**src/hdl/sscc_pkg.sv**
```systemverilog
// Shared types and constants for the set score scatter accumulator.
// Depends on nothing; every other file of the block imports it.
`default_nettype none

package sscc_pkg;

	// Request operation codes
	localparam logic [1:0] FUNC_LOAD = 2'd0;
	localparam logic [1:0] FUNC_ACC  = 2'd1;
	localparam logic [1:0] FUNC_READ = 2'd2;

	// Configuration register indexes
	localparam int         CFG_IW    = 2;
	localparam int         CFG_DW    = 13;
	localparam logic [CFG_IW-1:0] CFG_SETS  = 2'd0;
	localparam logic [CFG_IW-1:0] CFG_GENES = 2'd1;
	localparam logic [CFG_IW-1:0] CFG_COLS  = 2'd2;

	// Reset values of the registers
	localparam logic [10:0] SETS_RST  = 11'd1024;
	localparam logic [12:0] GENES_RST = 13'd4096;
	localparam logic [2:0]  COLS_RST  = 3'd1;

	// Command queue between front and back
	localparam int CMDQ_AW    = 1;
	localparam int CMDQ_DEPTH = 2 ** CMDQ_AW;

	typedef struct packed {
		logic [1:0]         func;
		logic [9:0]         set_index;
		logic [11:0]        gene_index;
		logic [1:0]         column;
		logic signed [31:0] score_value;
	} sscc_req_t;

	typedef struct packed {
		logic               status;
		logic signed [47:0] value;
	} sscc_rsp_t;

	typedef enum logic [1:0] {
		CMD_LOAD = 2'd0,
		CMD_ACC  = 2'd1,
		CMD_READ = 2'd2,
		CMD_FLAG = 2'd3
	} sscc_op_t;

	typedef struct packed {
		sscc_op_t    op;
		logic [9:0]  set_index;
		logic [11:0] gene_index;
		logic [1:0]  column;
		logic [31:0] score;
		logic [2:0]  ncols;
	} sscc_cmd_t;

endpackage

`default_nettype wire

```
**src/hdl/sscc_front.sv**
```systemverilog
// Front end: configuration registers, range checks and request classification.
// Depends on sscc_pkg.
`default_nettype none

module sscc_front import sscc_pkg::*; #(
	parameter int MAX_SETS    = 1024,
	parameter int MAX_GENES   = 4096,
	parameter int MAX_COLUMNS = 4
) (
	input  wire logic              clk,
	input  wire logic              arst_n,
	input  wire logic              cfg_valid,
	output logic                   cfg_ready,
	input  wire logic [CFG_IW-1:0] cfg_index,
	input  wire logic [CFG_DW-1:0] cfg_data,
	input  wire logic              push,
	input  wire sscc_req_t         req,
	output logic                   full,
	input  wire logic              clearing,
	input  wire logic              q_full,
	output logic                   cmd_push,
	output sscc_cmd_t              cmd
);

	logic [10:0] sets_q;
	logic [12:0] genes_q;
	logic [2:0]  cols_q;

	logic [16:0] nsets, ngenes;
	logic [4:0]  ncols;
	logic        set_ok, gene_ok, col_ok;

	assign cfg_ready = 1'b1;

	always_ff @(posedge clk or negedge arst_n) begin
		if (!arst_n) begin
			sets_q  <= SETS_RST;
			genes_q <= GENES_RST;
			cols_q  <= COLS_RST;
		end else if (cfg_valid) begin
			case (cfg_index)
				CFG_SETS:  sets_q  <= cfg_data[10:0];
				CFG_GENES: genes_q <= cfg_data[12:0];
				CFG_COLS:  cols_q  <= cfg_data[2:0];
				default: ;
			endcase
		end
	end

	// limits in force: register value capped at the build maximum
	always_comb begin
		nsets  = ({6'd0, sets_q} < 17'(MAX_SETS)) ? {6'd0, sets_q} : 17'(MAX_SETS);
		ngenes = ({4'd0, genes_q} < 17'(MAX_GENES)) ? {4'd0, genes_q} : 17'(MAX_GENES);
		ncols  = ({2'd0, cols_q} < 5'(MAX_COLUMNS)) ? {2'd0, cols_q} : 5'(MAX_COLUMNS);
		set_ok  = {7'd0, req.set_index} < nsets;
		gene_ok = {5'd0, req.gene_index} < ngenes;
		col_ok  = {3'd0, req.column} < ncols;
	end

	always_comb begin
		cmd.set_index  = req.set_index;
		cmd.gene_index = req.gene_index;
		cmd.column     = req.column;
		cmd.score      = req.score_value;
		cmd.ncols      = ncols[2:0];
		unique case (req.func)
			FUNC_LOAD: cmd.op = (gene_ok && col_ok) ? CMD_LOAD : CMD_FLAG;
			FUNC_ACC:  cmd.op = (set_ok && gene_ok) ? CMD_ACC : CMD_FLAG;
			FUNC_READ: cmd.op = (set_ok && col_ok) ? CMD_READ : CMD_FLAG;
			default:   cmd.op = CMD_FLAG;
		endcase
	end

	assign full     = q_full | clearing;
	assign cmd_push = push & ~full;

endmodule

`default_nettype wire

```
**config.mk**
```make
export PLATFORM = sky130hd
export DESIGN_NAME = sscc_front
export DESIGN_NICKNAME = d
export VERILOG_FILES = /design/src/hdl/sscc_pkg.sv /design/src/hdl/sscc_front.sv
export SDC_FILE = /design/constraint.sdc
export NUM_CORES = 1
export LEC_CHECK = 0
export BUFFER_PORTS_ARGS = -buffer_cell sky130_fd_sc_hd__buf_2
export CORE_ASPECT_RATIO = 0.75
export CORE_MARGIN = 2
export CORE_UTILIZATION = 46
export CTS_BUF_LIST = sky130_fd_sc_hd__clkbuf_4 sky130_fd_sc_hd__clkbuf_8 sky130_fd_sc_hd__clkbuf_16
export DETAILED_ROUTE_END_ITERATION = 6
export PLACE_DENSITY = 0.93
export SYNTH_ARGS = -nofsm -noshare
export SYNTH_HDL_FRONTEND = slang
export SYNTH_SLANG_ARGS = --single-unit
```
**constraint.sdc**
```tcl
create_clock -name clk -period 4 [get_ports clk]
set_clock_uncertainty 0.2 [all_clocks]
set_input_delay 0.6 -clock clk [delete_from_list [all_inputs] [get_ports clk]]
set_output_delay 0.6 -clock clk [all_outputs]
set_load 0.1 [all_outputs]
```
# Yosys cells after proc, flatten, opt, wreduce, memory -nomap -nowiden

Index checks and enable logic that the tools add are counted.

Register bits: 27
Bits of input ports: 79
Output and inout port bits: 64
Word-level logic and storage cells: 31

$lt $le $gt $ge: 6
Equal/unequal tests: 4
Mux-type cells: 7
Bitwise gates (word level): 3
Reductions and logical operators: 8

Operators by type and width:

| kind                                           | number |
|---|---|
| < comparator 12 x 13 -> 1 bit                  | 1 |
| < comparator 13 bit (second input constant)    | 1 |
| two-way mux 13 bit                             | 1 |
| < comparator 10 x 11 -> 1 bit                  | 1 |
| < comparator 11 bit (second input constant)    | 1 |
| two-way mux 11 bit                             | 1 |
| one-hot mux 2 bit (3 select lines)             | 1 |
| AND reduction 2 bit                            | 3 |
| == test 2 x 1 -> 1 bit (second input constant) | 2 |
| == test 2 bit (second input constant)          | 2 |
| logical NOT 2 bit                              | 2 |
| two-way mux 2 bit                              | 2 |
| logical AND 1 bit                              | 3 |
| < comparator 2 x 3 -> 1 bit                    | 1 |
| < comparator 3 bit (second input constant)     | 1 |
| two-way mux 3 bit                              | 1 |
| bitwise AND 1 bit                              | 1 |
| two-way mux 1 bit                              | 1 |
| inverter 1 bit                                 | 1 |
| OR 1 bit                                       | 1 |

# Longest topological paths before layout

Word-level depth: 6
Depth in mapped cells: 8
Gate-level depth less buffers: 7

# Worst setup path before layout

No wires, ideal clock.

Path type: register to output
Start point: register genes_q[12]
End point: output port cmd[60] (netlist bit)
Arrival: 2.486 ns
Data required time: 3.200 ns
Path slack: 0.714 ns
Cell stages (with the launch flop): 8
Path buffers: 1
Cells stage by stage: dfstp_2 -> clkbuf_1 -> nand2b_1 -> ha_1 -> or3_1 -> a31o_1 -> a211o_1 -> a211o_1

RTL lines:

| what                   | RTL line         | source |
|---|---|---|
| from (decl)            | sscc_front.sv:26 | `logic [12:0] genes_q;` |
| from (signal assigned) | sscc_front.sv:43 | `CFG_GENES: genes_q <= cfg_data[12:0];` |
| to (decl)              | sscc_front.sv:22 | `output sscc_cmd_t cmd` |

==> reports/metrics.yaml <==
run_status:
  status: "finished clean"
synth:
  synthTopCellsByArea: "dfrtp_1 (28%), buf_4 (21%), mux2_2 (14%)"
  yosysTopAreaCell: "dfrtp_1"
  synth-async-reset-ratio_pct: 100
  yosys_warnings: 0
  synth_area_um2: 2120
  ys_seq_area_share_pct: 32.0
  synth_edf_count: 0
  ys_ff_latch: 27
  synth_cell_types: 34
  syn_avg_cell_area_um2: 10.3
  syn-num-nets: 307
  ys.flop_type: "dfrtp_1"
  netlist_instances: 207
  synth.top_cell.area_share_pct: 28.3
detailed_routing:
  dr.pass1.iters: 4
  drtIter0Drc: 17
  wl_um: 3780
  drtAntennaViolNets: 0
  vias_per_cell: 5.01
  wire_per_inst_um: 13.3
  route.vias.total: 1422
  post-route-drc-count: 0
floorplanning:
  die_h_um: 62.8
  die_w_um: 82.4
  dieArea_um2: 5180
  initial_utilization_pct: 47.8
  core_region_area_um2: 4440
  ioPinCount: 143
  num_rows: 21
global_routing:
  groute.usage.overall_pct: 14.5
  grt_pass1_vias: 1410
  grt_max_degree: 28
  overflow: 0
  antenna_found_initial: 0
  grt_pass1_wl_um: 5910
timing:
  hold_violations: 0
  worst_slew_pin_slew_ps: 642
  slew_headroom_pct: 57.1
  max_freq_ghz: 0.286
  finalCriticalPeriod_ps: 3500
  fin_setup_tns_ps: 0
  finalMaxSlewViolations: 0
  timing.final.crit_share_pct: 87.4
  setup_viol: 0
  rsz0062_at_grt: "false"
clock_tree:
  cts_buffers: 3
  worstSkewPairLatency_ps: 260
  cts_resized: 0
  cts_sinks: 27
  cts_hold_buf: 0
  htree_levels: 1
  clk_pin_slew_worst_paths_ps: 80
  cts_setup_buffers: 0
  cts_tree: "built"
  clockBufferDepth: 2
  root_buffer: "clkbuf_8"
power:
  total_leakage_power_nw: 1.07
  powerDensity_nw_per_um2: 438
  peakVddDrop_v: 0.000271
worst_setup_path:
  crit_required_ps: 3200
  cp-end-kind: "output port"
  cp.buffers_inverters: 1
  cp_max_fo: 15
  slowest_delay_ps: 660
  crit_type: "flop to output port"
  r2r-start: "genes_q[12]$_DFFE_PN1P_"
  start_kind: "flop"
  startpoint: "genes_q[12]$_DFFE_PN1P_"
  cpLargestDelayFamily: "compound AO/OA/AOI/OAI gates"
  crit_arrival_ps: 2700
  crit_top_cell: "a211o_1"
  path_cells: "nand2b_1 -> ha_1 -> or3_1 -> a31o_1 -> a211o_1 -> a211o_1 -> buf_2"
  slowest_stage: "dfstp_2"
finish:
  antennaDiodeCount: 0
  utilization_pct: 49.1
  drive_above_1_share_pct: 50.2
  nets: 328
  fillers: 411
  flow.area_growth_from_synthesis_pct: 2.83
placement:
  place.gp.congestion: 0.790
  io_buffers: 77
  dp_hpwl_um: 3210
min_path:
  hp-class: "input pin to async pin"
run:
  drv_cap: 0
cell usage after synthesis (2+ instances only):
library cell and count:
buf_2 2, inv_1 3, nand2b_1 22, dfrtp_1 24
nor2_1 5, a21oi_1 5, nand2_1 3, nand3b_1 2
ha_1 21, mux2_2 27, buf_4 58, dfstp_2 3
a211o_1 2, a211oi_1 2, o21ai_0 6, nor3_1 4
metal layers:
layer / vias to the layer above / wire length (um) / GRT usage [%]
li1: 692 / - / -
met3: 4 / 317 / 4.91
met5: - / 0 / 0
met2: 54 / 1820 / 24.9
met1: 672 / 1630 / 18.1
met4: 0 / 7 / 1.46
power by group:
part,internal (mW),switching [mW],leakage [nW]
combinational,0.146,0.288,0.726
clock,0.0780,0.0775,0.0262
sequential,0.329,0.0381,0.315
registers in the layout, indices dropped and copies added, names as in the netlist:
register  cells
cols_q        3
sets_q       11
genes_q      13
through the flow:
stage          total power [mW]  instance area, um2  std cells  hold WS, ps  worst slack [ps]
2_1_floorplan             0.883                2120        207          104               714
3_3_place_gp              0.794                2130        280          285               795
3_5_place_dp              0.810                2130        280          294               803
4_1_cts                   0.968                2180        284          138               482
5_1_grt                    1.03                2180        284          153               403
6_report                  0.957                2180        284          120               505
final cells by class:
cell class | count | area (um2) | area share (%)
clock buffers | 4 | 48.8 | 2.24
inverters | 3 | 11.3 | 0.516
multi-input cells | 115 | 978 | 44.8
flip-flops and latches | 27 | 679 | 31.1
well taps | 57 | 71.3 | 3.27
repair buffers | 78 | 393 | 18.0
kinds of logic (layout without fill, tap and decap cells):
group                      after synthesis  after routing  share of synthesized area (%)
AOI/OAI and AO/OA                       21             21                           6.19
adders and majority gates               21             21                           12.4
buffers and inverters                   65             85                           21.9
DFF                                     27             27                           32.0
muxes                                   27             27                           14.3
other                                    1              1                          0.177
and+or+nand+nor                         45             45                           13.0
layout by cell type (no fill, tap or decap), types with 2 or more instances in the layout:
master,netlist,final
nand2b_1,22,22
buf_2,2,77
dfstp_2,3,3
nand3b_1,2,2
o21ai_0,6,6
nor3_1,4,4
clkbuf_8,0,3
a211oi_1,2,2
dfrtp_1,24,24
mux2_2,27,27
ha_1,21,21
inv_1,3,3
nand2_1,3,3
a21oi_1,5,5
nor2_1,5,5
a211o_1,2,2
final timing paths:
kind	slack [ps]	cells after the start	to
worst max-delay path	500	7	cmd[60]
worst min-delay path	120	1	sets_q[3]$_DFFE_PN0P_
worst max register to register	2900	1	genes_q[12]$_DFFE_PN1P_
worst min register to register	310	1	genes_q[0]$_DFFE_PN0P_
max in group asynchronous	3100	1	cols_q[0]$_DFFE_PN1P_
min in group clk	310	1	genes_q[0]$_DFFE_PN0P_
Power figures use the tool's default switching activity.
