===== src/hdl/sscc_pkg.sv =====
// Shared types and constants for the set score scatter accumulator.
// Depends on nothing; every other file of the block imports it.
`default_nettype none

package sscc_pkg;

	// Request operation codes
	localparam logic [1:0] FUNC_LOAD = 2'd0;
	localparam logic [1:0] FUNC_ACC  = 2'd1;
	localparam logic [1:0] FUNC_READ = 2'd2;

	// Configuration register indexes
	localparam int         CFG_IW    = 2;
	localparam int         CFG_DW    = 13;
	localparam logic [CFG_IW-1:0] CFG_SETS  = 2'd0;
	localparam logic [CFG_IW-1:0] CFG_GENES = 2'd1;
	localparam logic [CFG_IW-1:0] CFG_COLS  = 2'd2;

	// Reset values of the registers
	localparam logic [10:0] SETS_RST  = 11'd1024;
	localparam logic [12:0] GENES_RST = 13'd4096;
	localparam logic [2:0]  COLS_RST  = 3'd1;

	// Command queue between front and back
	localparam int CMDQ_AW    = 1;
	localparam int CMDQ_DEPTH = 2 ** CMDQ_AW;

	typedef struct packed {
		logic [1:0]         func;
		logic [9:0]         set_index;
		logic [11:0]        gene_index;
		logic [1:0]         column;
		logic signed [31:0] score_value;
	} sscc_req_t;

	typedef struct packed {
		logic               status;
		logic signed [47:0] value;
	} sscc_rsp_t;

	typedef enum logic [1:0] {
		CMD_LOAD = 2'd0,
		CMD_ACC  = 2'd1,
		CMD_READ = 2'd2,
		CMD_FLAG = 2'd3
	} sscc_op_t;

	typedef struct packed {
		sscc_op_t    op;
		logic [9:0]  set_index;
		logic [11:0] gene_index;
		logic [1:0]  column;
		logic [31:0] score;
		logic [2:0]  ncols;
	} sscc_cmd_t;

endpackage

`default_nettype wire


===== src/hdl/sscc_cmd_queue.sv =====
// Short command queue that decouples the front end from the back end.
// Depends on sscc_pkg.
`default_nettype none

module sscc_cmd_queue import sscc_pkg::*; (
	input  wire logic      clk,
	input  wire logic      arst_n,
	input  wire logic      push,
	input  wire sscc_cmd_t wr,
	output logic           full,
	input  wire logic      pop,
	output sscc_cmd_t      rd,
	output logic           empty
);

	sscc_cmd_t          slot_q [CMDQ_DEPTH];
	logic [CMDQ_AW-1:0] wr_ptr_q, rd_ptr_q;
	logic [CMDQ_AW:0]   count_q;
	logic               do_push, do_pop;

	assign full    = count_q == (CMDQ_AW+1)'(CMDQ_DEPTH);
	assign empty   = count_q == '0;
	assign do_push = push & ~full;
	assign do_pop  = pop & ~empty;
	assign rd      = slot_q[rd_ptr_q];

	always_ff @(posedge clk or negedge arst_n) begin
		if (!arst_n) begin
			wr_ptr_q <= '0;
			rd_ptr_q <= '0;
			count_q  <= '0;
		end else begin
			if (do_push) wr_ptr_q <= wr_ptr_q + 1'b1;
			if (do_pop)  rd_ptr_q <= rd_ptr_q + 1'b1;
			case ({do_push, do_pop})
				2'b10:   count_q <= count_q + 1'b1;
				2'b01:   count_q <= count_q - 1'b1;
				default: ;
			endcase
		end
	end

	always_ff @(posedge clk) begin
		if (do_push) slot_q[wr_ptr_q] <= wr;
	end

endmodule

`default_nettype wire


===== config.mk =====
export PLATFORM = sky130hd
export DESIGN_NAME = sscc_cmd_queue
export DESIGN_NICKNAME = d
export VERILOG_FILES = /design/src/hdl/sscc_pkg.sv /design/src/hdl/sscc_cmd_queue.sv
export SDC_FILE = /design/constraint.sdc
export NUM_CORES = 1
export LEC_CHECK = 0
export ABC_AREA = 1
export BUFFER_PORTS_ARGS = -buffer_cell sky130_fd_sc_hd__buf_2
export CORE_MARGIN = 2
export CORE_UTILIZATION = 50
export DETAILED_ROUTE_END_ITERATION = 8
export HOLD_SLACK_MARGIN = 0.1
export PLACE_DENSITY_LB_ADDON = 0.05
export SLEW_MARGIN = 10
export SYNTH_ARGS = -nofsm -noshare
export SYNTH_HDL_FRONTEND = slang
export SYNTH_SLANG_ARGS = --single-unit

===== constraint.sdc =====
create_clock -name clk -period 3.9 [get_ports clk]
set_input_delay 0.39 -clock clk [delete_from_list [all_inputs] [get_ports clk]]
set_output_delay 0.39 -clock clk [all_outputs]
set_load 0.02 [all_outputs]

## Word-level counts from Yosys, hierarchy flattened

Memory sizes are Yosys's and may differ from the RTL's.
Index checks and enable logic that the tools add are counted.

| cells by class | value |
|---|---|
| add/subtract/negate cells | 4 |
| equality and inequality tests | 3 |
| muxes and demuxes | 3 |
| bitwise operators | 4 |
| reductions and logical operators | 2 |

Operators by type and width:

| cell | count |
|---|---|
| equality test 2 bit (second input constant) | 2 |
| one-hot mux 2 bit (2 select lines) | 1 |
| adder 1 bit (second input constant) | 2 |
| adder 2 x 1 -> 2 bit (second input constant) | 1 |
| AND 1 bit | 2 |
| equality test 2 x 1 -> 1 bit (second input constant) | 1 |
| zero test 2 bit | 1 |
| 2-to-1 mux 1 bit | 2 |
| inverter 1 bit | 2 |
| nonzero test 2 bit | 1 |
| subtractor 2 x 1 -> 2 bit (second input constant) | 1 |

| storage, ports and cells | value |
|---|---|
| flip-flop bits (word level) | 4 |
| memory bits (writable) | 122 |
| input port bits | 65 |
| output and inout bits | 63 |
| logic and storage cells | 20 |
| memories | 1 |

Memories:

| memory | depth | bits a word | read ports | clocked after Yosys merged registers in | wr ports | line | source |
|---|---|---|---|---|---|---|---|
| slot_q | 2 | 61 | 1 | 0 | 1 | sscc_cmd_queue.sv:16 | `sscc_cmd_t slot_q [CMDQ_DEPTH];` |

## Longest topological paths before layout

Gate-level depths: netlist of run 1.

| depth | value |
|---|---|
| depth after elaboration | 5 |
| gate-level depth with buffers | 10 |
| gate-level depth less buffers | 10 |

## Worst setup path before layout of run 1

Ideal clock, no wire load.

| path | value |
|---|---|
| path type | register to register |
| from | register count_q[0] |
| to | memory slot_q[1][0] in the netlist's numbering (enable) |
| library setup time | 480 ps |
| data arrival time | 3,091 ps |
| data required time | 3,420 ps |
| path slack | 328 ps |
| stages on the path, launching flop included | 3 |
| path buffers | 0 |
| clock period less this slack | 3,572 ps |
| cell sequence | dfrtp_1 o21ai_1 nor2_1 |

| between the ends | value |
|---|---|
| cells in the longest elaborated chain, start to end | 5 |

Ends and longest elaborated chain:

| what | line | source |
|---|---|---|
| start: declaration | sscc_cmd_queue.sv:18 | `logic [CMDQ_AW:0] count_q;` |
| start signal: assignment | sscc_cmd_queue.sv:36 | `2'b10: count_q <= count_q + 1'b1;` |
| start signal: assignment | sscc_cmd_queue.sv:37 | `2'b01: count_q <= count_q - 1'b1;` |
| equality test 2 bit | sscc_cmd_queue.sv:21 | `assign full = count_q == (CMDQ_AW+1)'(CMDQ_DEPTH);` |
| inverter 1 bit | sscc_cmd_queue.sv:23 | `assign do_push = push & ~full;` |
| AND 1 bit | sscc_cmd_queue.sv:23 |  |
| 2-to-1 mux 1 bit | sscc_cmd_queue.sv:44 | `if (do_push) slot_q[wr_ptr_q] <= wr;` |
| 2-to-1 mux 1 bit (implied by the code) | sscc_cmd_queue.sv:44 |  |
| end: declaration | sscc_cmd_queue.sv:16 |  |

No other way between the ends.

==> results of run 1 <==
[power by group]
part           switching (mW)  internal [mW]  total (mW)
combinational            1.44          0.664        2.10
clock                   0.556           1.04        1.60
sequential              0.146           1.86        2.00
[what timing repair did]
item                                   4_1_cts  5_1_grt
setup buffers                                0        0
hold buffers                                62        0
endpoints found under the hold margin      126        0
[sequential cells by signal, indices dropped and copies added, names as in the netlist]
register  flops
slot_q      122
count_q       2
rd_ptr_q      1
wr_ptr_q      1
[layout make-up]
class                      instances  area [um^2]
timing repair buffer             193         1290
fill                             744         3100
sequential                       126         3760
multi-input combinational        202         1390
inverter                          10         50.0
clock inverter                    13          188
clock buffer                      19          422
tap                              136          170
[synthesized netlist by cell type]
| library cell | number |
|---|---|
| inv_12 | 1 |
| dfrtp_1 | 4 |
| inv_1 | 6 |
| o21ai_1 | 1 |
| nand2_2 | 60 |
| nor2_1 | 2 |
| buf_6 | 1 |
| nand2_4 | 60 |
| xnor2_1 | 1 |
| nand3_1 | 3 |
| edfxtp_1 | 122 |
| inv_2 | 3 |
| buf_4 | 1 |
| nand2_1 | 73 |
| ha_1 | 1 |
| nand4_1 | 1 |
| buf_12 | 6 |
| clkbuf_4 | 5 |
[cell usage in the layout, fill, tap and decap left out]
master | Yosys | final
dfrtp_2 | 0 | 1
xnor2_1 | 1 | 1
clkbuf_16 | 0 | 16
nand2_2 | 60 | 60
edfxtp_1 | 122 | 122
nand2_1 | 73 | 73
clkbuf_8 | 0 | 1
buf_2 | 0 | 127
dlygate4sd3_1 | 0 | 62
o21ai_1 | 1 | 1
nor2_4 | 0 | 1
bufinv_16 | 0 | 4
ha_1 | 1 | 1
nand4_1 | 1 | 1
clkinv_4 | 0 | 1
inv_6 | 0 | 3
clkinvlp_4 | 0 | 3
clkbuf_1 | 0 | 2
dfrtp_1 | 4 | 3
nand2_4 | 60 | 60
nor2_1 | 2 | 1
inv_1 | 6 | 5
clkinv_2 | 0 | 2
nand3_1 | 3 | 3
buf_4 | 1 | 4
inv_2 | 3 | 4
inv_12 | 1 | 1
[final timing paths]
kind | from | end | slack [ns] | cells past startpoint
setup / recovery | rd_ptr_q$_DFFE_PN0P_ | rd[50] | 1.52 | 4
hold / removal | pop | rd_ptr_q$_DFFE_PN0P_ | 0.16 | 3
setup reg to reg | count_q[0]$_DFFE_PN0P_ | slot_q[0][54]$_DFFE_PP_ | 1.84 | 5
hold reg to reg | wr_ptr_q$_DFFE_PN0P_ | wr_ptr_q$_DFFE_PN0P_ | 0.48 | 2
max in group asynchronous | arst_n | rd_ptr_q$_DFFE_PN0P_ | 3.48 | 2
min in group asynchronous | arst_n | count_q[1]$_DFFE_PN0P_ | 0.28 | 2
[cells by family after synthesis]
| family | Yosys count | share of synthesized area |
|---|---|---|
| fa+ha+maj | 1 | 0.00233 |
| compound gates | 1 | 0.000931 |
| xor+xnor | 1 | 0.00163 |
| simple gates | 199 | 0.252 |
| flops | 126 | 0.701 |
| buf+inv | 23 | 0.0422 |
[stage by stage]
step	util	hold slack [ns]	worst slack, ns	area (um^2)	cells
finish	0.701	0.158	1.52	7270	699
global route	0.701	0.151	1.39	7270	699
detailed placement	0.582	0.208	1.79	6040	605
floorplan	-	0.0944	0.328	5370	351
global placement	0.582	0.205	1.83	6040	605
CTS	0.701	0.133	1.45	7270	699
[routing by layer]
metal,global-route usage,wire length (um)
met3,0.0515,609
met1,0.206,3990
met5,0,0
met4,0.0797,119
met2,0.286,4910
[worst register-to-register path, cell delays in order (launching register included)]
cell	delay [ns]
dfrtp_1	0.44
nor2_1	0.10
inv_2	0.05
nand3_1	0.08
inv_2	0.50
buf_4	0.51
==> parameters.txt, run 1 <==
Parameter                              Value

Timing
  Number of max-slew violations in the final report    0
  Final number of setup-violating endpoints    0
  Part of the cycle the worst path needs    0.611
  Highest Clock Rate    419 MHz
  Number of failing hold endpoints at the final stage    0
  Transition at the pin with the smallest max-transition slack    0.686 ns
  Total Neg Setup Slack    0 ns
  Clk_skew    0.00724 ns
  Headroom to the max-slew limit    0.543
  Clock period minus final worst setup slack    2.38 ns
  Unrepaired setup endpoints after global routing    false

Route
  DRT iter0 DRCs    105
  First-pass iteration count of the detailed router    4
  DR DRC count    0
  Antenna-violating nets left    0
  Routed wire length    9620 um
  Routed via count divided by cell count    4.57
  Via count    3197
  Routed wire length per instance    13.8 um

Yosys
  Post-Syn Area    5370 um^2
  Leading area contributor after synthesis    edfxtp_1
  Number of standard cells after synthesis    351
  Number of warnings issued by yosys    0
  Biggest area contributors in the synthesized netlist    edfxtp_1, nand2_4, nand2_2
  Share of Yosys cell area claimed by the top area cell type    0.682
  Syn_nets    417
  Distinct cell type count after synthesis    18
  Avg Cell Area, Syn    15.3 um^2
  Flip-flop and latch count after synthesis    126
  Sequential area share after synthesis    0.701

Clock tree
  Number of clock sinks seen by CTS    126
  Maximum count of clock buffers along a single path    2
  Clock tree from TritonCTS    built
  Number of cells upsized or downsized after cts    0
  Root Driver    clkbuf_8
  Number of buffers created by CTS    17
  Latest clock arrival within the worst-skew pair    0.50 ns
  Clock-pin slew on the worst setup and hold paths    0.05 ns
  H-Tree Level Count    4

Power
  Power after layout    5.70 mW
  IR Drop Worst-Case VDD    0.587 mV
  Total power density per cell area    784 nW/um^2
  Standby leakage power    3.16 nW

Global routing
  Number of antenna violations at the first check in global routing    0
  Wire length of the first global-routing pass    14900 um
  Pin count of the biggest net entering global routing    63
  Grt total ovfl    0
  Global router's overall resource usage    0.172
  Vias in the first global route    3145

Outcome
  Run status    completed

Die
  Die ar.    11600 um^2
  Die extent in x    108 um
  Num ports    128
  Std-Cell Rows    37
  Die Height    108 um
  Core Area    10400 um^2
  Effective utilization at floorplan    0.518

Place
  DP HPWL    5500 um
  Port Buf Inserts    127
  Routability congestion estimate from global placement    0.711

Worst setup path
  CP endpoint kind    output pin
  CP Data Required Time    3.51 ns
  Cell at the slowest stage of the critical path    buf_4
  Launching element type of the critical path    flip-flop
  Worst path cell trace    buf_4, nand2_1, nand2_2, buf_2
  Max FO, Critical Path    62
  Delay contributed by the slowest stage of the critical path    0.60 ns
  Crit path DAT    1.99 ns
  Crit Path Class    reg -> out
  Buf+Inv Stages, Crit Path    2
  Cell family contributing the most delay on the critical path    buffers and inverters

Worst hold path
  Worst hold path class    in -> reg

Finish
  Area growth from synthesis to layout    35.3%
  Count of inserted antenna diode cells    0
  Number of nets in the final layout    616
  Proportion of layout cells with a drive suffix above 1    0.512

Job
  Count of maximum capacitance violations    0
Power figures use the tool's default switching activity.
==> inputs of run 2 (changes only) <==
ABC_AREA = 0   (was 1)
CORE_UTILIZATION = 47   (was 50)
clock period = 2 ns   (was 3.9 ns; I/O delays follow)
==> parameters.txt, run 2 <==
Parameter                              Value

Outcome
  Run status    completed

Yosys
  Sequential area share after synthesis    0.768 (+0.0673)
  FFs w/ async S/R, synth    0.0317 (unchanged)
  Synthesized-area fraction occupied by adder cells    0.00255 (+0.000224)
  Share of Yosys cell area claimed by the top area cell type    0.748 (+0.0655)
  Number of standard cells after synthesis    208 (-41%)
  Most frequent cells after synthesis    edfxtp_1, mux2_4, buf_12
  Post-synth EDFFs    122 (unchanged)
  Avg Cell Area, Syn    23.6 um^2 (+54%)
  Synthesized-area fraction occupied by ao, oa, aoi and oai cells    0 (-0.000932)
  Biggest area contributors in the synthesized netlist    edfxtp_1, mux2_4, buf_12
  Share of cell area taken by muxes after synthesis    0.185 (+0.185)
  Number of warnings issued by yosys    0 (unchanged)
  Post-Synth XOR/XNOR Area    0.00894 (+0.00731)
  Flip-flop and latch count after synthesis    126 (unchanged)
  Share of synthesized cell area in and, or, nand and nor gates    0.00741 (-0.245)
  Leading cell type by number of instances after synthesis    edfxtp_1
  Distinct cell type count after synthesis    15 (-3)
  Leading register cell type out of synthesis    edfxtp_1
  Combinational family with the most area after synthesis    multiplexers
  Leading area contributor after synthesis    edfxtp_1
  Syn_nets    274 (-34%)
  Post-Syn Area    4900 um^2 (-8.8%)

Timing
  Clk_skew    0.00478 ns (-0.00246 ns)
  Transition at the pin with the smallest max-transition slack    0.357 ns (-0.329 ns)
  Number of max-slew violations in the final report    0 (unchanged)
  Number of failing hold endpoints at the final stage    0 (unchanged)
  Unrepaired setup endpoints after global routing    false
  Headroom to the max-slew limit    0.762 (+0.220)
  Final number of setup-violating endpoints    0 (unchanged)
  Part of the cycle the worst path needs    0.957
  Highest Clock Rate    523 MHz
  Total Neg Setup Slack    0 ns (unchanged)
  Clock period minus final worst setup slack    1.91 ns

Worst setup path
  Max FO, Critical Path    23 (-63%)
  Reg-to-reg critical path startpoint    count_q[0]$_DFFE_PN0P_
  Launching element type of the critical path    flip-flop
  CP Data Required Time    1.80 ns (-1.71 ns)
  Setup slack of the most critical reg-to-reg path    0.44 ns (-1.40 ns)
  Number of cells on the worst reg-to-reg path    4 (-1)
  Crit path DAT    1.71 ns (-0.28 ns)
  CP endpoint kind    output pin
  End of the worst register-to-register path    slot_q[0][15]$_DFFE_PP_
  Crit Path Class    reg -> out

Clock tree
  Number of clock sinks seen by CTS    126 (unchanged)
  Latest clock arrival within the worst-skew pair    0.50 ns (about the same)
  Buffer count from post-CTS setup fixing    0 (unchanged)
  Clock tree from TritonCTS    built
  Root Driver    clkbuf_8
  Number of buffers created by CTS    17 (unchanged)
  Clock-pin slew on the worst setup and hold paths    0.05 ns (about the same)
  H-Tree Level Count    4 (unchanged)
  Maximum count of clock buffers along a single path    2 (unchanged)

Route
  DRT iter0 DRCs    88 (-16%)
  Routed wire length per instance    15.1 um (+9.9%)
  Via count    2603 (-19%)
  Routed via count divided by cell count    4.58 (+0.20%)
  Routed wire length    8590 um (-11%)
  First-pass iteration count of the detailed router    4 (unchanged)
  DR DRC count    0 (unchanged)
  Antenna-violating nets left    0 (unchanged)

Die
  Die ar.    11300 um^2 (-2.8%)
  Die extent in x    106 um (-1.4%)
  Std-Cell Rows    37 (unchanged)
  Core Area    10200 um^2 (-1.3%)
  Effective utilization at floorplan    0.479 (-0.0390)
  Die Height    106 um (-1.4%)
  Num ports    128 (unchanged)

Power
  IR Drop Worst-Case VDD    0.732 mV (+25%)
  Total power density per cell area    1440 nW/um^2 (+83%)
  Standby leakage power    2.78 nW (-12%)

Job
  Count of maximum capacitance violations    0 (unchanged)

Finish
  Largest register FFs    122 (unchanged)
  Flip-flop and latch area    3770 um^2 (about the same)
  Commonest non-fill, non-tap cells in the layout    buf_2, edfxtp_1, dlygate4sd3_1
  Number of nets in the final layout    485 (-21%)
  Final non-filler cell total    568 (-19%)
  Register with the most flip-flops    slot_q
  Area growth from synthesis to layout    39.2%
  Leading cell type in the layout, fill and taps excluded    buf_2
  Proportion of layout cells with a drive suffix above 1    0.512 (about the same)
  Count of inserted antenna diode cells    0 (unchanged)
  Largest registers    slot_q: 122 flops, count_q: 2 flops
  Combined area of the multi-input logic cells    1010 um^2 (-27%)
  Number of fill cells    751 (+0.94%)

Global routing
  Pin count of the biggest net entering global routing    39 (-38%)
  Global router's overall resource usage    0.162 (-0.00991)
  Wire length of the first global-routing pass    13600 um (-8.5%)
  Grt total ovfl    0 (unchanged)
  Vias in the first global route    2784 (-11%)
  Number of antenna violations at the first check in global routing    0 (unchanged)

Place
  Routability congestion estimate from global placement    0.681 (-4.1%)
  Placed instance count    471 (-22%)
  Port Buf Inserts    127 (unchanged)
  DP HPWL    5340 um (-2.9%)

Worst hold path
  Hold Path Stages    2 (-1)
  Beginning of the worst hold path    wr[39]
  Terminating pin of the worst hold path    slot_q[1][39]$_DFFE_PP_
  Worst hold path class    in -> reg
==> run 2: cell types whose count changed after synthesis, sizes merged, moves of 2 or more <==
| cell | change |
|---|---|
| inv | -9 |
| nand2 | -192 |
| xor2 | +2 |
| nand3 | -3 |
| xnor2 | +2 |
| clkbuf | -5 |
| mux2 | +61 |
==> run 2: timing repair <==
action | 4_1_cts | 5_1_grt
pin swaps | 0 | 0
hold buffers | 65 | 0
resized for setup | 1 | 2
setup endpoints to repair | 22 | 15
hold endpoints to repair | 128 | 0
cloned | 0 | 0
==> run 2: cell families (layout without fill, tap and decap cells) <==
logic type | Yosys count | after routing
mux | 61 | 61
xor+xnor | 5 | 5
buf+inv | 8 | 232
simple gates | 7 | 7
flops | 126 | 126
fa+ha+maj | 1 | 1
==> run 2: routing by layer <==
layer,GRT usage,part of all wire
met1,0.181,0.40
met4,0.0686,0.020
met2,0.287,0.53
met3,0.0490,0.047
met5,0,0
==> run 2: metrics by stage <==
step                      setup slack [ns]  power (mW)  utilization  cell area, um^2  hold slack (ns)
after floorplan                     0.0144        6.54            -             4910          -0.0956
after global placement               0.422        7.30        0.555             5680           0.0132
after detailed placement             0.411        7.33        0.555             5680           0.0145
after CTS                           0.0166        9.92        0.666             6810            0.391
after global routing                0.0205        10.3        0.667             6820            0.399
final                               0.0868        9.80        0.667             6820            0.416
==> run 2: worst max-delay path by stage <==
stage | startpoint | endpoint | slack, ns | cells past startpoint
3_5_place_dp | count_q[0]$_DFFE_PN0P_ | slot_q[0][18]$_DFFE_PP_ | 0.41 | 4
2_1_floorplan | count_q[0]$_DFFE_PN0P_ | slot_q[0][0]$_DFFE_PP_ | 0.01 | 3
3_3_place_gp | count_q[0]$_DFFE_PN0P_ | slot_q[0][18]$_DFFE_PP_ | 0.42 | 4
6_report | rd_ptr_q$_DFFE_PN0P_ | rd[21] | 0.09 | 3
5_1_grt | rd_ptr_q$_DFFE_PN0P_ | rd[15] | 0.02 | 3
4_1_cts | rd_ptr_q$_DFFE_PN0P_ | rd[21] | 0.02 | 3
==> run 2: power by group <==
part | switching (mW) | leakage [nW] | total (mW) | internal (mW)
Clock | 0.983 | 0.230 | 2.47 | 1.49
Combinational | 1.88 | 1.37 | 3.52 | 1.64
Sequential | 0.184 | 1.18 | 3.81 | 3.62
Total | 3.05 | 2.78 | 9.80 | 6.75
==> run 2: cell type report <==
class / instances / share of cell area
flip-flops and latches: 126 / 0.552
clock buffers: 22 / 0.0635
well taps: 136 / 0.0249
clock inverters: 10 / 0.00715
repair buffers: 199 / 0.203
inverters: 1 / 0.000550
multi-input cells: 74 / 0.148
==> run 2: critical path, stage by stage, from the launching register on <==
cell	delay, ns
dfrtp_4	0.45
buf_8	0.26
mux2_4	0.33
buf_2	0.16
==> inputs of run 3 (changes only) <==
PLACE_DENSITY = 0.75   (was not set)
PLACE_DENSITY_LB_ADDON = not set   (was 0.05)
==> parameters.txt, run 3 (synthesis results as in run 2) <==
Parameter                              Value

Global routing
  Pin count of the biggest net entering global routing    36 (-7.7%)
  Number of antenna violations at the first check in global routing    0 (unchanged)
  Vias in the first global route    2933 (+5.4%)
  Wire length of the first global-routing pass    13900 um (+2.2%)
  Global router's overall resource usage    0.165 (+0.00321)
  Grt total ovfl    0 (unchanged)

Timing
  Headroom to the max-slew limit    0.762 (about the same)
  Number of failing hold endpoints at the final stage    0 (unchanged)
  Number of max-slew violations in the final report    0 (unchanged)
  Highest Clock Rate    516 MHz (-1.2%)
  Clk_skew    0.00786 ns (+0.00308 ns)
  Clock period minus final worst setup slack    1.94 ns (+0.0241 ns)
  Final worst slack    0.0627 ns (-0.0241 ns)
  Part of the cycle the worst path needs    0.969 (+0.0120)
  Transition at the pin with the smallest max-transition slack    0.357 ns (+0.000518 ns)
  Final number of setup-violating endpoints    0 (unchanged)
  Unrepaired setup endpoints after global routing    true

Clock tree
  Latest clock arrival within the worst-skew pair    0.50 ns (about the same)
  Buffer count from post-CTS setup fixing    0 (unchanged)
  H-Tree Level Count    4 (unchanged)
  Maximum count of clock buffers along a single path    2 (unchanged)
  Number of cells upsized or downsized after cts    0 (-1)
  Clock-pin slew on the worst setup and hold paths    0.06 ns (about the same)
  Root Driver    clkbuf_8
  Number of clock sinks seen by CTS    126 (unchanged)
  Clock tree from TritonCTS    built
  Number of buffers created by CTS    17 (unchanged)

Power
  Relative contribution of the clock network to total power    0.300 (+0.048)
  Fraction of power spent switching nets    0.296 (-0.0148)
  Total power density per cell area    1510 nW/um^2 (+5.2%)
  IR Drop Worst-Case VDD    0.853 mV (+17%)
  Psw    3.11 mW (+2.1%)
  Design internal power    7.39 mW (+9.5%)
  Share of power burned in registers    0.362 (-0.026)
  Standby leakage power    2.84 nW (+2.1%)
  Proportion of power drawn by combinational gates    0.338 (-0.022)

Route
  Antenna-violating nets left    0 (unchanged)
  Routed wire length per instance    15.4 um (+1.9%)
  Via count    2627 (+0.92%)
  DR DRC count    0 (unchanged)
  First-pass iteration count of the detailed router    4 (unchanged)
  Routed via count divided by cell count    4.63 (+1.1%)
  Routed wire length    8740 um (+1.7%)
  DRT iter0 DRCs    80 (-9.1%)

Die
  Num ports    128 (unchanged)
  Std-Cell Rows    37 (unchanged)
  Effective utilization at floorplan    0.479 (unchanged)
  Die Height    106 um (unchanged)
  Die extent in x    106 um (unchanged)
  Core Area    10200 um^2 (unchanged)
  Die ar.    11300 um^2 (unchanged)

Finish
  Leading cell type in the layout, fill and taps excluded    buf_2
  Largest register FFs    122 (unchanged)
  Largest registers    slot_q: 122 flops, count_q: 2 flops
  Final non-filler cell total    567 (-0.18%)
  Area growth from synthesis to layout    41.8%
  Number of fill cells    668 (-11%)
  Proportion of layout cells with a drive suffix above 1    0.524 (+0.0128)
  Count of inserted antenna diode cells    0 (unchanged)
  Register with the most flip-flops    slot_q
  Commonest non-fill, non-tap cells in the layout    buf_2, edfxtp_1, dlygate4sd3_1
  Number of nets in the final layout    484 (-0.21%)

Worst setup path
  First element of the critical path    rd_ptr_q$_DFFE_PN0P_
  Max FO, Critical Path    33 (+43%)
  Launching element type of the critical path    flip-flop
  Crit path DAT    1.74 ns (+0.03 ns)
  CP Data Required Time    1.80 ns (about the same)
  Crit Path Class    reg -> out
  CP endpoint kind    output pin
  Reg-to-reg critical path startpoint    count_q[0]$_DFFE_PN0P_

Place
  Placed instance count    470 (-0.21%)
  Post-placement setup slack    0.458 ns (+0.0476 ns)
  Routability congestion estimate from global placement    0.670 (-1.7%)
  Port Buf Inserts    127 (unchanged)
  DP HPWL    5200 um (-2.6%)

Job
  Count of maximum capacitance violations    0 (unchanged)

Worst hold path
  Beginning of the worst hold path    wr[36]
  Worst hold path class    in -> reg

Outcome
  Run status    completed
run 3: cell count changes in the layout (fill, tap and decap cells not counted):
cell	delta
buf_12	+1
buf_6	-1
buf_8	-1
bufinv_16	+5
clkbuf_1	-3
clkinv_1	-3
clkinvlp_4	+1
run 3: layout make-up:
class | instances | area, um^2 | share of cell area
repair buffers | 198 | 1380 | 0.199
flip-flops and latches | 126 | 3770 | 0.542
clock inverters | 13 | 195 | 0.0281
clock buffers | 19 | 422 | 0.0607
inverters | 1 | 3.75 | 0.000540
multi-input cells | 74 | 1010 | 0.145
well taps | 136 | 170 | 0.0245
run 3: per-stage QoR:
step	power [mW]	utilization	setup TNS, ns	hold slack (ns)	instance area [um^2]
5_1_grt	11.0	0.679	-0.0580	0.397	6950
6_report	10.5	0.679	0	0.412	6950
3_3_place_gp	7.27	0.555	0	0.00954	5680
2_1_floorplan	6.54	-	0	-0.0956	4910
4_1_cts	10.6	0.679	0	0.394	6950
3_5_place_dp	7.33	0.555	0	0.0121	5680
run 3: per-layer routing:
| layer | wire length [um] | part of all wire | vias to the layer above | global-route usage |
|---|---|---|---|---|
| li1 | - | - | 1241 | - |
| met1 | 3730 | 0.43 | 1279 | 0.200 |
| met2 | 4390 | 0.50 | 97 | 0.274 |
| met3 | 509 | 0.058 | 10 | 0.0570 |
| met4 | 109 | 0.012 | 0 | 0.0630 |
| met5 | 0 | 0 | - | 0 |
run 3: final timing paths:
kind	to	cells after the start	slack, ns
min	slot_q[0][36]$_DFFE_PP_	2	0.41
max in group asynchronous	rd_ptr_q$_DFFE_PN0P_	3	1.20
min in group asynchronous	count_q[1]$_DFFE_PN0P_	3	0.60
min reg2reg	count_q[1]$_DFFE_PN0P_	1	0.51
max	rd[46]	3	0.06
max reg2reg	slot_q[0][41]$_DFFE_PP_	4	0.45
run 3: what timing repair did:
action / in CTS / in global routing
setup endpoints to repair: 0 / 2
hold buffers: 65 / 0
hold endpoints to repair: 128 / 0
run 3: power by group through the flow:
stage | Clock [mW] | Combinational [mW] | Sequential (mW)
final | 3.15 | 3.56 | 3.80
after global placement | 0 | 3.46 | 3.81
after CTS | 3.21 | 3.59 | 3.80
after detailed placement | 0 | 3.48 | 3.85
after global routing | 3.33 | 3.78 | 3.86
after floorplan | 0 | 2.74 | 3.80
run 3: worst max-delay path, stage by stage (launching register included):
cell	delay, ns
dfrtp_4	0.44
buf_12	0.26
mux2_2	0.36
buf_2	0.16
